[config.mk]
export PLATFORM = sky130hd
export DESIGN_NAME = tpfd_back_flat
export DESIGN_NICKNAME = d
export VERILOG_FILES = /design/src/hdl/tpfd_pkg.sv /design/src/hdl/tpfd_out_if.sv /design/src/hdl/tpfd_back.sv /design/src/flat_wrapper.sv
export SDC_FILE = /design/constraint.sdc
export NUM_CORES = 1
export LEC_CHECK = 0
export ABC_AREA = 1
export BUFFER_PORTS_ARGS = -buffer_cell sky130_fd_sc_hd__buf_2
export CAP_MARGIN = 20
export CELL_PAD_IN_SITES_DETAIL_PLACEMENT = 1
export CELL_PAD_IN_SITES_GLOBAL_PLACEMENT = 2
export CORE_MARGIN = 10
export CORE_UTILIZATION = 39
export CTS_BUF_LIST = sky130_fd_sc_hd__clkbuf_8
export CTS_CLUSTER_DIAMETER = 100
export DETAILED_ROUTE_END_ITERATION = 10
export PLACE_DENSITY = 0.95
export RECOVER_POWER = 100
export SLEW_MARGIN = 30
export SYNTH_ARGS = -nofsm -noshare
export SYNTH_HDL_FRONTEND = slang
export SYNTH_SLANG_ARGS = --single-unit
[constraint.sdc]
create_clock -name clk -period 21.7 [get_ports clk]
set_clock_uncertainty 0.2 [all_clocks]
set_input_delay 4.34 -clock clk [delete_from_list [all_inputs] [get_ports clk]]
set_output_delay 4.34 -clock clk [all_outputs]
set_load 0.02 [all_outputs]
[src/hdl/tpfd_pkg.sv]
// Shared types and constants of the trace port frame demultiplexer.
package tpfd_pkg;

  localparam int TIME_BITS   = 48;
  localparam int FRAME_SLOTS = 16;
  localparam int SLOT_BITS   = $clog2(FRAME_SLOTS);
  localparam int BANK_COUNT  = 2;
  localparam int COUNT_BITS  = 17;
  localparam int ID_BITS     = 7;

  localparam int CFG_INDEX_BITS = 2;
  localparam int CFG_DATA_BITS  = 16;

  localparam logic [CFG_INDEX_BITS-1:0] REG_SELECT_STREAM = CFG_INDEX_BITS'(0);
  localparam logic [CFG_INDEX_BITS-1:0] REG_SKIP_COUNT    = CFG_INDEX_BITS'(1);

  localparam logic [SLOT_BITS-1:0]  LAST_SLOT = SLOT_BITS'(FRAME_SLOTS - 1);
  localparam logic [COUNT_BITS-1:0] COUNT_MAX = '1;

  localparam logic [7:0] SYNC_HEAD = 8'hFF;
  localparam logic [7:0] SYNC_TAIL = 8'h7F;

  localparam logic KIND_DATA    = 1'b0;
  localparam logic KIND_SEG_END = 1'b1;

  typedef logic [TIME_BITS-1:0] time_t;
  typedef logic [ID_BITS-1:0]   stream_id_t;

  typedef struct packed {
    logic [7:0] data;
    time_t      st;
    time_t      fin;
  } frame_entry_t;

  // Front to frame buffer: one slot write, done closes the frame
  typedef struct packed {
    logic                 we;
    logic                 done;
    logic [SLOT_BITS-1:0] slot;
    frame_entry_t         entry;
  } fb_wr_t;

  // Back to frame buffer: slot to read next cycle, release of the bank
  typedef struct packed {
    logic [SLOT_BITS-1:0] slot;
    logic                 release_bank;
  } fb_rd_req_t;

  // Frame buffer to back
  typedef struct packed {
    logic         avail;
    logic [7:0]   low;
    frame_entry_t entry;
  } fb_rd_stat_t;

  typedef struct packed {
    logic       kind;
    logic [7:0] value;
    time_t      span_start;
    time_t      span_end;
    logic       last;
  } out_item_t;

endpackage

[src/hdl/tpfd_out_if.sv]
// Result request channel of the trace port frame demultiplexer.
interface tpfd_out_if import tpfd_pkg::*; ();
  logic       valid;
  logic       ready;
  logic       kind;
  logic [7:0] value;
  time_t      span_start;
  time_t      span_end;
  logic       last;

  modport source (output valid, output kind, output value, output span_start,
                  output span_end, output last, input ready);
  modport sink (input valid, input kind, input value, input span_start,
                input span_end, input last, output ready);
endinterface

[src/hdl/tpfd_back.sv]
// Back end: a slot per cycle unless stalled; tracks streams, emits results.
module tpfd_back import tpfd_pkg::*; (
  input  logic        clk,
  input  logic        rst,
  input  stream_id_t  select_stream,
  input  fb_rd_stat_t stat,
  output fb_rd_req_t  req,
  tpfd_out_if.source  result
);

  localparam logic [1:0] S_IDLE  = 2'd0;
  localparam logic [1:0] S_EXEC  = 2'd1;
  localparam logic [1:0] S_FLUSH = 2'd2;

  logic [1:0]           state;
  logic [SLOT_BITS-1:0] slot;
  logic                 phase;
  logic                 delay_pend;
  stream_id_t           delay_id;
  stream_id_t           cur_stream;
  time_t                seg_start;
  logic                 pend_valid;
  out_item_t            pend;
  logic                 o_valid;
  out_item_t            o_item;

  logic                 out_free;
  logic [7:0]           b;
  logic                 lb;
  logic                 is_data;
  logic [7:0]           data_val;
  logic                 chg;
  logic                 chg_delayed;
  stream_id_t           chg_id;
  time_t                chg_at;
  logic                 chg_diff;
  logic                 set_delay;
  logic                 enter_phase;
  logic                 advance;
  logic                 emit;
  out_item_t            new_item;
  logic                 step;
  logic                 flush_go;
  logic                 o_load;
  out_item_t            o_next;

  assign out_free = !o_valid || result.ready;

  // Decode the current slot
  always_comb begin
    b           = stat.entry.data;
    lb          = stat.low[slot[SLOT_BITS-1:1]];
    is_data     = 1'b0;
    data_val    = b;
    chg         = 1'b0;
    chg_delayed = 1'b0;
    chg_id      = delay_id;
    chg_at      = stat.entry.fin;
    set_delay   = 1'b0;
    enter_phase = 1'b0;
    advance     = 1'b0;
    priority if (phase || (slot == LAST_SLOT && delay_pend)) begin
      // delayed ID change closes at the end of the odd slot
      chg         = 1'b1;
      chg_delayed = 1'b1;
      advance     = 1'b1;
    end else if (!slot[0]) begin
      if (b[0]) begin
        if (lb) begin
          set_delay = 1'b1;
        end else begin
          chg    = 1'b1;
          chg_id = b[7:1];
          chg_at = stat.entry.st;
        end
      end else begin
        is_data  = 1'b1;
        data_val = {b[7:1], lb};
      end
      advance = 1'b1;
    end else begin
      if (slot != LAST_SLOT) begin
        is_data = 1'b1;
      end
      if (delay_pend && slot != LAST_SLOT) begin
        enter_phase = 1'b1;
      end else begin
        advance = 1'b1;
      end
    end

    chg_diff = chg && (cur_stream != chg_id);
    new_item = '0;
    emit     = 1'b0;
    if (is_data) begin
      emit     = (cur_stream == select_stream);
      new_item = '{kind: KIND_DATA, value: data_val, span_start: stat.entry.st,
                   span_end: stat.entry.fin, last: 1'b0};
    end else if (chg_diff && cur_stream != '0) begin
      emit     = 1'b1;
      new_item = '{kind: KIND_SEG_END, value: {1'b0, cur_stream},
                   span_start: seg_start, span_end: chg_at, last: 1'b0};
    end

    step     = (state == S_EXEC) && (!emit || !pend_valid || out_free);
    flush_go = (state == S_FLUSH) && (!pend_valid || out_free);

    // The held result goes out once the next one exists, or as last at flush
    o_load = (step && emit && pend_valid) || (flush_go && pend_valid);
    o_next = pend;
    o_next.last = flush_go;

    req.release_bank = flush_go;
    unique case (state)
      S_IDLE:  req.slot = '0;
      S_EXEC:  req.slot = (step && advance && slot != LAST_SLOT) ? slot + 1'b1 : slot;
      default: req.slot = slot;
    endcase
  end

  always_ff @(posedge clk) begin
    if (step && emit) begin
      pend <= new_item;
    end
    if (o_load) begin
      o_item <= o_next;
    end
    if (step && set_delay) begin
      delay_id <= b[7:1];
    end
  end

  always_ff @(posedge clk) begin
    if (rst) begin
      state      <= S_IDLE;
      slot       <= '0;
      phase      <= 1'b0;
      delay_pend <= 1'b0;
      cur_stream <= '0;
      seg_start  <= '0;
      pend_valid <= 1'b0;
      o_valid    <= 1'b0;
    end else begin
      if (o_load) begin
        o_valid <= 1'b1;
      end else if (result.ready) begin
        o_valid <= 1'b0;
      end
      unique case (state)
        S_IDLE: begin
          if (stat.avail) begin
            state      <= S_EXEC;
            slot       <= '0;
            phase      <= 1'b0;
            delay_pend <= 1'b0;
          end
        end
        S_EXEC: begin
          if (step) begin
            if (emit) begin
              pend_valid <= 1'b1;
            end
            if (chg_diff) begin
              cur_stream <= chg_id;
              seg_start  <= chg_at;
            end
            if (set_delay) begin
              delay_pend <= 1'b1;
            end
            if (chg_delayed) begin
              delay_pend <= 1'b0;
              phase      <= 1'b0;
            end
            if (enter_phase) begin
              phase <= 1'b1;
            end
            if (advance) begin
              if (slot == LAST_SLOT) begin
                state <= S_FLUSH;
              end else begin
                slot <= slot + 1'b1;
              end
            end
          end
        end
        S_FLUSH: begin
          if (flush_go) begin
            pend_valid <= 1'b0;
            state      <= S_IDLE;
          end
        end
        default: state <= S_IDLE;
      endcase
    end
  end

  assign result.valid      = o_valid;
  assign result.kind       = o_item.kind;
  assign result.value      = o_item.value;
  assign result.span_start = o_item.span_start;
  assign result.span_end   = o_item.span_end;
  assign result.last       = o_item.last;

  a_bank_held: assert property (@(posedge clk) disable iff (rst)
    (state != S_IDLE) |-> stat.avail)
    else $error("frame bank released while still unpacking");

  a_phase_slot: assert property (@(posedge clk) disable iff (rst)
    phase |-> (state == S_EXEC && slot[0] && slot != LAST_SLOT))
    else $error("delayed change phase outside an odd data slot");

  a_idle_clean: assert property (@(posedge clk) disable iff (rst)
    (state == S_IDLE) |-> (!pend_valid && !delay_pend))
    else $error("result or delayed change left over after a frame");

endmodule
[src/flat_wrapper.sv]
// flat-port wrapper written by rule: the top's interface ports become plain ports
module tpfd_back_flat import tpfd_pkg::*;
  (clk, rst, select_stream, stat, req, result_valid, result_kind, result_value, result_span_start, result_span_end, result_last, result_ready);
  tpfd_out_if result_i ();
  input  logic clk;
  input  logic rst;
  input  stream_id_t select_stream;
  input  fb_rd_stat_t stat;
  output fb_rd_req_t req;
  output wire logic [$bits(result_i.valid)-1:0] result_valid;
  output wire logic [$bits(result_i.kind)-1:0] result_kind;
  output wire logic [$bits(result_i.value)-1:0] result_value;
  output wire logic [$bits(result_i.span_start)-1:0] result_span_start;
  output wire logic [$bits(result_i.span_end)-1:0] result_span_end;
  output wire logic [$bits(result_i.last)-1:0] result_last;
  input wire logic [$bits(result_i.ready)-1:0] result_ready;
  assign result_valid = result_i.valid;
  assign result_kind = result_i.kind;
  assign result_value = result_i.value;
  assign result_span_start = result_i.span_start;
  assign result_span_end = result_i.span_end;
  assign result_last = result_i.last;
  assign result_i.ready = result_ready;
  tpfd_back u_core (.clk(clk), .rst(rst), .select_stream(select_stream), .stat(stat), .req(req), .result(result_i));
endmodule
==> impl_metrics.toml <==
[cts]
cts_tree = "built"
clockBufferDepth = 3
cts_buffers = 48
cts_resized = 0
htree_num_levels = 2
clkTransAtPathRegs_ns = 0.06
cts_root_buf = "clkbuf_8"
clk_latency_ns = 0.54
cts_setup_buffers = 0
hold_buffers = 0
clock-sinks = 283

[timing]
max_freq_mhz = 62.8
slew_viol_final = 603
tightest_slew_ns = 3.76
period_needed_ns = 15.93
setup_tns_ns = 0
rsz0062_at_grt = "no"
finalCritPeriodShare = 0.734
relSlewSlack = -1.51
hold_viol_final = 0
setup_viol = 0

[synthesis]
synthAdderAreaFrac = 0.00107
synthXorXnorAreaFrac = 0.00526
yosys-mux-area-fraction = 0
synth_area_per_cell_um2 = 11.1
seq_area_frac_synth = 0.673
ys_seq_elements = 283
synth_area_um2 = 11700
synth-simple-area-share = 0.122
synthCells = 1046
synthesis.nets = 1170
synth_top_family_by_area = "simple AND/OR/NAND/NOR gates"
synth_cell_type_count = 34
synth_compound_area_frac = 0.122
yosysWarnings = 0

[pwr]
switching_share = 0.368
p_int_uw = 1090
irDropWorstVdd_mv = 0.0624
seq_power_share = 0.422
leakagePower_uw = 0.00541
switchingPower_uw = 635
p_clk_frac = 0.256
comb_power_share = 0.321
powerDensity_nw_per_um2 = 125

[die]
initial_utilization = 0.394
fp-row-count = 63
fp.coreArea_um2 = 29600
dieHeight_um = 193
die-area_um2 = 37200
die_w_um = 193
io_pins = 235

[worst_setup_path]
crit_path_cell_trace = "buf_2 -> inv_1 -> nand2_1 -> nand3_1 -> nand3_1 -> nand2_1 -> nand2_1 -> nand2_1 -> nand3_1 -> nand2_1 -> nor2_1 -> nand2_1 -> nand3_1 -> nand2_1 -> nand2_1 -> nand2_1 -> nand2_1 -> nand2_1 -> nand2_1 -> o21ai_0 -> clkbuf_1"
worstPathArrival_ns = 11.39
cp_num_buf_inv = 3
crit_path_start_kind = "primary input"
cp_max_fo = 109
critPathTopFamily = "simple AND/OR/NAND/NOR gates"
cp.required_ns = 17.16
cp_slowest_stage_delay_ns = 2.55
end_kind = "output port"
worstSetupPathType = "primary input to output port"
critPathSlowestCell = "nand2_1"
path_common_cell = "nand2_1"

[placed_design]
port_buffers = 234
gp_congestion = 0.820
placed_area_um2 = 13100
dp_hpwl_um = 22500

[finish]
drive_gt1_frac = 0.145
fill_cells = 3370
nets = 1400
fin_util = 0.466
final_area_um2 = 13800
area.growth.synth_to_final_pct = 18.2

[outcome]
violations = "capacitance limit, slew limit"
status = "finished with violations"

[global_route]
grt_pass1_wl_um = 53300
grt.overflow.total = 0
grt_start_max_net_pins = 110
grt_pass1_vias = 9590
antenna_found_initial = 5
grt_usage = 0.182

[routing]
drt-total-wl_um = 35000
drc = 0
vias_per_cell = 5.20
dr.pass1.iters = 5
drt_iter0_markers = 484
routedWlPerCell_um = 20.5
ant_nets = 0
vias = 8883

[run]
max_cap_viol_count = 10

[hold_path]
hold_path.class = "register to register"
per-stage QoR:
stage                     power, uW  hold WS, ns  cells  setup slack (ns)
after floorplan                1130        0.200   1046              8.68
after global placement         1260        0.200   1616              9.26
after detailed placement       1290        0.206   1616              9.29
after CTS                      1740        0.213   1705              9.27
after global routing           1840        0.211   1705              4.84
final                          1720        0.210   1707              5.77
state kept, by name, summed over array words and instances (netlist names), 2 cells and up:
register	count
u_core.result.value	8
u_core.o_next	105
u_core.slot	4
u_core.delay_id	7
u_core.result.span_end	48
u_core.state	2
u_core.result.span_start	48
u_core.cur_stream	7
u_core.seg_start	48
worst register-to-register path, stage by stage, from the launching register on:
cell and delay [ns]:
dfxtp_1 0.47, inv_2 0.14, nand2_1 0.08, nand3_1 0.06, nand3_1 0.10, nand2_1 0.34
nand2_1 2.55, nand2_1 0.28, nand3_1 0.19, nand2_1 0.07, nor2_1 0.23, nand2_1 0.09
nand3_1 0.09, clkbuf_1 2.42, clkinvlp_2 3.20, a22o_1 0.75
synthesized netlist by cell type, drive strengths merged:
| cell | instances | area [um^2] |
|---|---|---|
| inv | 152 | 571 |
| a21boi | 1 | 11.3 |
| ha | 1 | 12.5 |
| nand4 | 56 | 350 |
| o31ai | 1 | 7.51 |
| a31oi | 1 | 6.26 |
| dfxtp | 65 | 1300 |
| nand3 | 43 | 238 |
| buf | 33 | 205 |
| nor3 | 3 | 15.0 |
| o21a | 1 | 7.51 |
| clkbuf | 31 | 116 |
| o22ai | 54 | 338 |
| nor4 | 2 | 12.5 |
| o211ai | 1 | 7.51 |
| a2111oi | 1 | 8.76 |
| a22o | 48 | 420 |
| nand2 | 177 | 692 |
| xnor2 | 4 | 35.0 |
| nor2 | 27 | 116 |
| o21ai | 57 | 285 |
| xor2 | 3 | 26.3 |
| a21oi | 66 | 330 |
| edfxtp | 218 | 6550 |
path summary, 6_finish.rpt:
check,cells after the start,slack (ns),to,from
worst min-delay path,0,0.21,u_core.result.span_start[18]$_DFFE_PP_,u_core.o_next[67]$_DFFE_PP_
worst min register to register,0,0.21,u_core.result.span_start[18]$_DFFE_PP_,u_core.o_next[67]$_DFFE_PP_
worst max register to register,15,10.17,u_core.o_next[63]$_DFFE_PP_,u_core.slot[1]$_SDFFE_PP0P_
worst max-delay path,21,5.77,req[3],stat[110]
layer usage:
| layer | global-route usage | vias to the layer above | wire (um) |
|---|---|---|---|
| li1 | - | 4166 | - |
| met3 | 0.0423 | 58 | 2150 |
| met2 | 0.323 | 240 | 17700 |
| met5 | 0 | - | 39 |
| met1 | 0.220 | 4413 | 14500 |
| met4 | 0.0417 | 6 | 582 |
logic make-up after synthesis:
family          count (synthesis)
buf+inv                       216
simple gates                  308
fa+ha+maj                       1
flops                         283
xor+xnor                        7
compound gates                231
layout by cell type (no fill, tap or decap), types with 2 or more instances in the layout:
master      synthesis  layout
clkinv_1            0       5
nor2_1             23      23
nor2_4              1       2
nor2_2              3       2
clkinv_2            0       2
dfxtp_1            65      65
edfxtp_1          218     218
inv_1             148     172
buf_2              20     115
diode_2             0       2
xor2_1              3       3
nor4_1              2       2
nand2_1           172     176
nor3_1              3       2
inv_2               4       3
buf_4               7       5
clkinvlp_2          0       3
a21oi_1            66      66
clkbuf_1           31     124
nand3_1            40      43
xnor2_1             4       4
nand4_1            56      56
clkbuf_8            0      53
o21ai_0            57      57
a22o_1             48      48
o22ai_1            54      54
power by group through the flow:
stage	sequential [uW]	clock, uW	combinational, uW
2_1_floorplan	731	0	396
3_3_place_gp	729	0	531
3_5_place_dp	734	0	558
4_1_cts	723	457	562
5_1_grt	736	481	618
6_report	728	441	554
cell type report:
class                   instances  area (um^2)  share of cell area
well taps                     390          488              0.0354
diodes                          2         5.00            0.000363
clock buffers                  53          729              0.0529
inverters                     152          574              0.0417
repair buffers                244         1080              0.0782
flip-flops and latches        283         7850               0.569
multi-input cells             547         2890               0.210
clock inverters                36          173              0.0125
Power figures use the tool's default switching activity.
