===== config.mk =====
export PLATFORM = sky130hd
export DESIGN_NAME = tpfd_front_flat
export DESIGN_NICKNAME = d
export VERILOG_FILES = /design/src/hdl/tpfd_pkg.sv /design/src/hdl/tpfd_in_if.sv /design/src/hdl/tpfd_front.sv /design/src/flat_wrapper.sv
export SDC_FILE = /design/constraint.sdc
export NUM_CORES = 1
export LEC_CHECK = 0
export ABC_AREA = 1
export BUFFER_PORTS_ARGS = -buffer_cell sky130_fd_sc_hd__buf_2
export CAP_MARGIN = 10
export CORE_UTILIZATION = 64
export CTS_CLUSTER_SIZE = 30
export DETAILED_ROUTE_END_ITERATION = 12
export PLACE_DENSITY_LB_ADDON = 0.2
export SLEW_MARGIN = 20
export SYNTH_ARGS = -nofsm -noshare
export SYNTH_HDL_FRONTEND = slang
export SYNTH_SLANG_ARGS = --single-unit

===== constraint.sdc =====
create_clock -name clk -period 11.4 [get_ports clk]
set_input_delay 0.57 -clock clk [delete_from_list [all_inputs] [get_ports clk]]
set_output_delay 0.57 -clock clk [all_outputs]
set_load 0.02 [all_outputs]

===== src/hdl/tpfd_pkg.sv =====
// Shared types and constants of the trace port frame demultiplexer.
package tpfd_pkg;

  localparam int TIME_BITS   = 48;
  localparam int FRAME_SLOTS = 16;
  localparam int SLOT_BITS   = $clog2(FRAME_SLOTS);
  localparam int BANK_COUNT  = 2;
  localparam int COUNT_BITS  = 17;
  localparam int ID_BITS     = 7;

  localparam int CFG_INDEX_BITS = 2;
  localparam int CFG_DATA_BITS  = 16;

  localparam logic [CFG_INDEX_BITS-1:0] REG_SELECT_STREAM = CFG_INDEX_BITS'(0);
  localparam logic [CFG_INDEX_BITS-1:0] REG_SKIP_COUNT    = CFG_INDEX_BITS'(1);

  localparam logic [SLOT_BITS-1:0]  LAST_SLOT = SLOT_BITS'(FRAME_SLOTS - 1);
  localparam logic [COUNT_BITS-1:0] COUNT_MAX = '1;

  localparam logic [7:0] SYNC_HEAD = 8'hFF;
  localparam logic [7:0] SYNC_TAIL = 8'h7F;

  localparam logic KIND_DATA    = 1'b0;
  localparam logic KIND_SEG_END = 1'b1;

  typedef logic [TIME_BITS-1:0] time_t;
  typedef logic [ID_BITS-1:0]   stream_id_t;

  typedef struct packed {
    logic [7:0] data;
    time_t      st;
    time_t      fin;
  } frame_entry_t;

  // Front to frame buffer: one slot write, done closes the frame
  typedef struct packed {
    logic                 we;
    logic                 done;
    logic [SLOT_BITS-1:0] slot;
    frame_entry_t         entry;
  } fb_wr_t;

  // Back to frame buffer: slot to read next cycle, release of the bank
  typedef struct packed {
    logic [SLOT_BITS-1:0] slot;
    logic                 release_bank;
  } fb_rd_req_t;

  // Frame buffer to back
  typedef struct packed {
    logic         avail;
    logic [7:0]   low;
    frame_entry_t entry;
  } fb_rd_stat_t;

  typedef struct packed {
    logic       kind;
    logic [7:0] value;
    time_t      span_start;
    time_t      span_end;
    logic       last;
  } out_item_t;

endpackage


===== src/hdl/tpfd_in_if.sv =====
// Byte request channel of the trace port frame demultiplexer.
interface tpfd_in_if import tpfd_pkg::*; ();
  logic       valid;
  logic       ready;
  logic [7:0] data_byte;
  time_t      start_time;
  time_t      end_time;

  modport source (output valid, output data_byte, output start_time, output end_time,
                  input ready);
  modport sink (input valid, input data_byte, input start_time, input end_time,
                output ready);
endinterface


===== src/hdl/tpfd_front.sv =====
// Front end: takes bytes, tracks gaps, offset and sync, fills frame slots.
module tpfd_front import tpfd_pkg::*; (
  input  logic              clk,
  input  logic              rst,
  input  logic [15:0]       skip_count,
  tpfd_in_if.sink           trace,
  input  logic              wr_ok,
  output fb_wr_t            wr
);

  localparam logic [2:0] SYNC_LEN = 3'd4;

  logic                  a_valid;
  logic [7:0]            a_byte;
  time_t                 a_st;
  time_t                 a_fin;
  time_t                 a_gap;
  time_t                 a_len;
  time_t                 prev_end;
  logic [SLOT_BITS-1:0]  fill;
  logic [COUNT_BITS-1:0] byte_count;
  logic [2:0]            sync_cnt;
  logic [7:0]            win [3];

  logic                  accept;
  logic                  b_go;
  logic                  restart;
  logic [SLOT_BITS-1:0]  fill_eff;
  logic [COUNT_BITS-1:0] count_next;
  logic                  discard;
  logic [2:0]            sync_cnt_next;
  logic                  sync_hit;

  assign trace.ready = !a_valid || wr_ok;
  assign accept      = trace.valid && trace.ready;
  assign b_go        = a_valid && wr_ok;

  always_comb begin
    restart       = a_gap > a_len;
    fill_eff      = restart ? '0 : fill;
    count_next    = (byte_count == COUNT_MAX) ? byte_count : byte_count + 1'b1;
    discard       = count_next < {1'b0, skip_count};
    sync_cnt_next = (sync_cnt == SYNC_LEN) ? sync_cnt : sync_cnt + 1'b1;
    sync_hit      = !discard && (sync_cnt_next == SYNC_LEN) &&
                    (win[0] == SYNC_HEAD) && (win[1] == SYNC_HEAD) &&
                    (win[2] == SYNC_HEAD) && (a_byte == SYNC_TAIL);
    wr.we         = b_go;
    wr.slot       = fill_eff;
    wr.entry      = '{data: a_byte, st: a_st, fin: a_fin};
    wr.done       = b_go && !discard && !sync_hit && (fill_eff == LAST_SLOT);
  end

  // Gap and duration are both taken at acceptance, compared from these registers
  always_ff @(posedge clk) begin
    if (accept) begin
      a_byte <= trace.data_byte;
      a_st   <= trace.start_time;
      a_fin  <= trace.end_time;
      a_gap  <= trace.start_time - prev_end;
      a_len  <= trace.end_time - trace.start_time;
    end
    if (b_go && !discard) begin
      win[0] <= win[1];
      win[1] <= win[2];
      win[2] <= a_byte;
    end
  end

  always_ff @(posedge clk) begin
    if (rst) begin
      a_valid    <= 1'b0;
      prev_end   <= '0;
      fill       <= '0;
      byte_count <= '0;
      sync_cnt   <= '0;
    end else begin
      if (accept) begin
        a_valid  <= 1'b1;
        prev_end <= trace.end_time;
      end else if (b_go) begin
        a_valid <= 1'b0;
      end
      if (b_go) begin
        byte_count <= count_next;
        if (discard) begin
          fill <= '0;
        end else if (sync_hit) begin
          fill     <= '0;
          sync_cnt <= '0;
        end else begin
          sync_cnt <= sync_cnt_next;
          fill     <= (fill_eff == LAST_SLOT) ? '0 : fill_eff + 1'b1;
        end
      end
    end
  end

endmodule


===== src/flat_wrapper.sv =====
// flat-port wrapper written by rule: the top's interface ports become plain ports
module tpfd_front_flat import tpfd_pkg::*;
  (clk, rst, skip_count, wr_ok, wr, trace_valid, trace_data_byte, trace_start_time, trace_end_time, trace_ready);
  tpfd_in_if trace_i ();
  input  logic clk;
  input  logic rst;
  input  logic [15:0] skip_count;
  input  logic wr_ok;
  output fb_wr_t wr;
  input wire logic [$bits(trace_i.valid)-1:0] trace_valid;
  input wire logic [$bits(trace_i.data_byte)-1:0] trace_data_byte;
  input wire logic [$bits(trace_i.start_time)-1:0] trace_start_time;
  input wire logic [$bits(trace_i.end_time)-1:0] trace_end_time;
  output wire logic [$bits(trace_i.ready)-1:0] trace_ready;
  assign trace_i.valid = trace_valid;
  assign trace_i.data_byte = trace_data_byte;
  assign trace_i.start_time = trace_start_time;
  assign trace_i.end_time = trace_end_time;
  assign trace_ready = trace_i.ready;
  tpfd_front u_core (.clk(clk), .rst(rst), .skip_count(skip_count), .trace(trace_i), .wr_ok(wr_ok), .wr(wr));
endmodule

==> results.tsv, run 1 <==
metric	value	unit
htreeDepth	2	
clockBufferDepth	3	
synth_nets	2334	
yosysSeqAreaShare	45.8	%
worst_pin_slew	0.958	ns
hold_path.class	primary input to flip-flop	
antenna_found_initial	0	
dieWidth	169	µm
io_buffers	234	
placed_cells_incl_taps	2633	
finClkSkew	0.0213	ns
maxSlewViolCount	0	
core	27200	µm²
path_max_fanout	7	
clock_sinks	297	
ys_types	48	
dr_wl_met3	4.00	mm
arrival	3.52	ns
fin_cells	2696	
fin_crit	4.09	ns
clk_pin_slew	0.06	ns
io_pins	235	
required	10.83	ns
wl_met2	24.6	mm
grt_pass1_vias	15300	
antenna_cells	0	
wire_per_inst	18.9	µm
place_congestion	0.993	
syn-cell-area	17900	µm²
drv_cap	0	
synth_warnings	0	
drc	0	
postCtsHoldBufs	0	
slew_headroom	36.1	%
endpoint_kind	output pin	
powerDensity	155	nW/µm²
start_util	65.8	%
synthTopCellsByArea	edfxtp_1, ha_1, dfxtp_1	
max_freq	0.244	GHz
grt_usage	35.3	%
grt_start_max_net_pins	114	
cts_tree	built	
synth-edff-count	224	
ys_async_sr_fraction	0	%
syn_to_final_growth	15.3	%
hold_viol	0	
layout_commonest_cell	inv_1	
start_kind	flip-flop	
root_buffer	clkbuf_16	
status	complete, no violations	
syn_inst	2047	
syn_avg_cell_area	8.73	µm²
finalSetupTns	0	ns
dpl.hpwl	39.1	mm
clock_latency	0.53	ns
rows	60	
die_h	169	µm
num-fill-cells	1992	
post-route-period-util	35.9	%
dr.pass1.iters	6	
drt_iter0_drc	1518	
rsz0062_at_grt	no	
ys_ff_latch	297	
m1WireLength	20.2	mm
crit_type	flip-flop to output pin	
pre_cts_slack	7.78	ns
totalWireLength	50.8	mm
postRouteAntennaNets	0	
vias	15400	
cts_resized	0	
cts_buffers	35	
synth_area_leader_cell	edfxtp_1	
final_cell_mix	inv_1, nand2_1, buf_2	
fin_ws	7.31	ns
fin_nets	2585	
drive_gt1_share	14.1	%
synth_top_area_share	37.6	%
overflow	0	
grt_pass1_wl	78.1	mm
vdd_drop_max	157	µV
maxUsedRoutingLayer	met4	
routed_via_density	5.73	
die_area	28600	µm²
power.leakage	9.34	nW
post_cts_buffers	0	
setup_viol	0	
synth_ff_type	edfxtp_1	
layout make-up:
| type | instances | area (µm²) | share of cell area [%] |
|---|---|---|---|
| clock buffer | 46 | 937 | 4.55 |
| multi-input combinational | 1338 | 8140 | 39.5 |
| sequential | 297 | 8190 | 39.7 |
| timing repair buffer | 236 | 1190 | 5.78 |
| inverter | 390 | 1470 | 7.14 |
| clock inverter | 17 | 211 | 1.03 |
| tap | 372 | 465 | 2.26 |
path summary, 6_finish.rpt:
| path | from | endpoint | slack [ns] | depth (start not counted) |
|---|---|---|---|---|
| hold / removal | trace_data_byte[3] | u_core.a_byte[3] | 0.22 | 1 |
| setup reg to reg | u_core.byte_count[0] | u_core.win[0][16] | 7.77 | 16 |
| setup / recovery | u_core.byte_count[0] | wr[108] | 7.31 | 17 |
| hold reg to reg | u_core.win[0][19] | u_core.win[0][11] | 0.45 | 0 |
metal layers:
layer / global-route usage [%] / up-vias
li1: - / 7373
met3: 5.63 / 152
met5: 0 / -
met2: 61.9 / 717
met4: 14.3 / 0
met1: 43.3 / 7205
sequential cells by signal, summed over array words and instances, names as in the netlist:
signal	flops
u_core.a_fin	48
u_core.a_gap	48
u_core.a_len	48
u_core.a_st	48
u_core.prev_end	48
u_core.win	24
u_core.byte_count	17
u_core.a_byte	8
u_core.fill	4
u_core.sync_cnt	3
u_core.a_valid	1
Yosys cell counts (3+ instances only):
cell / number
nor4_1: 12
a21boi_0: 7
and3_1: 3
a21o_1: 10
a21oi_2: 4
o21ai_0: 134
ha_1: 161
o21ai_2: 10
nand3_1: 47
a21oi_1: 221
xnor2_1: 31
o221ai_1: 5
a31oi_1: 33
o21a_1: 15
nor2_1: 188
nand2_2: 7
o21ai_1: 7
a211oi_1: 4
nor3_1: 21
o21bai_1: 7
nand2_1: 286
inv_1: 389
xor2_1: 75
o211ai_1: 6
nand4_1: 20
clkbuf_1: 19
nand3_2: 5
edfxtp_1: 224
dfxtp_1: 73
power by group:
part	internal (W)	switching (W)	leakage (nW)
sequential	0.00129	0.0000322	2.76
combinational	0.000245	0.000498	6.03
clock	0.000674	0.000453	0.551
through the flow:
step	util [%]	instance area, µm²	total power [W]	hold WS [ns]
global route	75.8	20600	0.00330	0.216
finish	75.8	20600	0.00319	0.219
CTS	75.8	20600	0.00318	0.207
global placement	71.6	19400	0.00203	0.429
floorplan	-	17900	0.00182	0.426
detailed placement	71.6	19400	0.00206	0.436
worst max-delay path, stage by stage (launching register included):
cell and delay (ns):
dfxtp_1 0.40, ha_1 0.23, nand3_2 0.13, nor2_1 0.22, nand4_1 0.12, nor2_1 0.22, nor3_1 0.13, nand4_1 0.10
xor2_1 0.10, ha_1 0.28, nand2_1 0.06, o21ai_0 0.17, nand4_1 0.10, and3_1 0.17, nand2_2 0.08, nand2_4 0.09
nor3_1 0.21, buf_2 0.19
logic make-up (layout without fill, tap and decap cells):
family | after synthesis | after routing | share of synthesized area, %
fa+ha+maj | 163 | 163 | 11.5
simple gates | 598 | 598 | 14.1
buf+inv | 412 | 689 | 8.68
flops | 297 | 297 | 45.8
xor+xnor | 106 | 106 | 5.19
compound gates | 471 | 471 | 14.7
No activity file was read; power rests on OpenSTA's default activity.
==> run 2: changes to the inputs <==
--- a/config.mk
+++ b/config.mk
@@ -8,7 +8,7 @@
 export ABC_AREA = 1
 export BUFFER_PORTS_ARGS = -buffer_cell sky130_fd_sc_hd__buf_2
 export CAP_MARGIN = 10
-export CORE_UTILIZATION = 64
+export CORE_UTILIZATION = 59
 export CTS_CLUSTER_SIZE = 30
 export DETAILED_ROUTE_END_ITERATION = 12
 export PLACE_DENSITY_LB_ADDON = 0.2
==> constraint.sdc (replaced) <==
create_clock -name clk -period 4.05 [get_ports clk]
set_input_delay 0.2025 -clock clk [delete_from_list [all_inputs] [get_ports clk]]
set_output_delay 0.2025 -clock clk [all_outputs]
set_load 0.02 [all_outputs]
==> run 2 against run 1 <==
Total power increased to 2.8 times the previous value. Routed wire length increased by 2.9%. Non-clock buffer count increased by 110. Sequential share of layout area decreased by 2.0 points. Count of clock-buffer cells in the layout decreased by 3. Critical path depth unchanged. Flip-flop and latch count unchanged. Worst hold slack got worse by 0.11 ns. Worst setup slack got worse by 7.0 ns. Die area increased by 8.4%.
==> results.tsv, run 2 (synthesis results as in run 1) <==
metric	value	unit	change
die_h	176	µm	+4.1%
seq_area	8190	µm²	about the same
finalSetupTns	0	ns	unchanged
core	29700	µm²	+9.4%
htreeDepth	1		-1
root_buffer	clkbuf_16		
endpoint_kind	output pin		
io_buffers	234		unchanged
fin_cells	2819		+4.6%
cpMostUsedCell	nand2_1		
power.leakage	9.78	nW	+4.7%
start_util	60.2	%	-5.6 points
cts_tree	built		
maxSlewViolCount	0		unchanged
syn_to_final_growth	21.3	%	
critPathMaxStageDelay	0.41	ns	about the same
wire_per_inst	18.6	µm	-1.6%
rrSetupSlack	0.78	ns	-6.99 ns
routed_via_density	5.55		-3.1%
clockBufferDepth	3		unchanged
dieWidth	176	µm	+4.1%
clock_latency	0.58	ns	+0.05 ns
post-route-period-util	92.7	%	
fin_crit	3.75	ns	
vias	15700		+1.4%
path_cells	ha_1 > nand3_2 > nor2_2 > nand4_1 > nor2_2 > nor3_1 > a21oi_1 > ha_1 > nand2_1 > nor4_1 > nand2_1 > nand2_1 > nand2_1 > nand2_2 > nand2_4 > nor3_1 > buf_2		
fin_nets	2691		+4.1%
finClkSkew	0.0230	ns	+0.00163 ns
num-fill-cells	2198		+10%
drv_cap	0		unchanged
cp_top_family	simple AND/OR/NAND/NOR gates		
hold_viol	0		unchanged
hold_path.class	primary input to flip-flop		
powerDensity	411	nW/µm²	+170%
grt_usage	33.4	%	-1.8 points
place_congestion	0.972		-2.1%
io_pins	235		unchanged
grt_start_max_net_pins	131		+15%
max_freq	0.266	GHz	
setup_viol	0		unchanged
status	complete, no violations		
start_kind	flip-flop		
clk_pin_slew	0.06	ns	about the same
die_area	31000	µm²	+8.4%
totalWireLength	52.3	mm	+2.9%
cts_buffers	31		-11%
clock_sinks	297		unchanged
slew_headroom	32.2	%	-3.9 points
vdd_drop_max	481	µV	+210%
timing.hold.ws	0.106	ns	-0.113 ns
final_cell_mix	inv_1, nand2_1, buf_2		
dpl.hpwl	38.8	mm	-0.89%
crit_type	flip-flop to output pin		
rows	63		+5.0%
overflow	0		unchanged
drt_iter0_drc	1408		-7.2%
post_cts_buffers	0		unchanged
path_max_fanout	7		unchanged
required	3.85	ns	-6.98 ns
rsz0062_at_grt	no		
arrival	3.55	ns	+0.03 ns
drive_gt1_share	13.8	%	-0.32 points
drc	0		unchanged
grt_pass1_wl	80.3	mm	+2.7%
crit_path_top_delay_cell	dfxtp_1		
cp.buffers_inverters	1		unchanged
grt_pass1_vias	15500		+1.7%
postRouteAntennaNets	0		unchanged
multi_input_area	8160	µm²	+0.28%
dr.pass1.iters	6		unchanged
layout_commonest_cell	inv_1		
placed_cells_incl_taps	2656		+0.87%
worst_pin_slew	1.02	ns	+0.0592 ns
antenna_found_initial	1		+1
[run 2: final timing paths]
kind | startpoint | to | cells past startpoint
setup / recovery | u_core.byte_count[0] | wr[108] | 17
hold / removal | rst | u_core.fill[0] | 2
setup reg to reg | u_core.byte_count[0] | u_core.win[0][6] | 17
hold reg to reg | u_core.win[0][17] | u_core.win[0][9] | 0
[run 2: what timing repair did]
action / 4_1_cts / 5_1_grt
setup endpoints to repair: 0 / 1
hold buffers: 105 / 0
hold endpoints to repair: 147 / 0
resized for setup: 0 / 3
[run 2: stage by stage]
stage	total power [W]	util (%)	setup slack, ns	instance area (µm²)
detailed placement	0.00578	65.7	0.690	19500
global placement	0.00574	65.7	0.730	19500
floorplan	0.00511	-	0.0109	17900
finish	0.00891	73.0	0.297	21700
CTS	0.00888	72.9	0.204	21700
global route	0.00927	73.0	0.0149	21700
[run 2: final cells by class]
type / instances / area share, %
diodes: 1 / 0.0115
clock buffers: 43 / 4.11
clock inverters: 14 / 0.923
inverters: 390 / 6.77
multi-input cells: 1338 / 37.6
flip-flops and latches: 297 / 37.8
well taps: 390 / 2.25
repair buffers: 346 / 10.5
[run 2: where the power goes]
group / switching [W] / internal (W) / total (W)
logic: 0.00141 / 0.000756 / 0.00217
clock network: 0.00119 / 0.00184 / 0.00303
registers: 0.0000843 / 0.00362 / 0.00371
total: 0.00269 / 0.00622 / 0.00891
[run 2: per-layer routing]
layer	part of all wire [%]	vias up	GRT usage, %
li1	-	7595	-
met1	41	7313	41.9
met4	3.5	0	11.8
met5	0	-	0
met2	48	633	58.6
met3	7.4	117	4.78
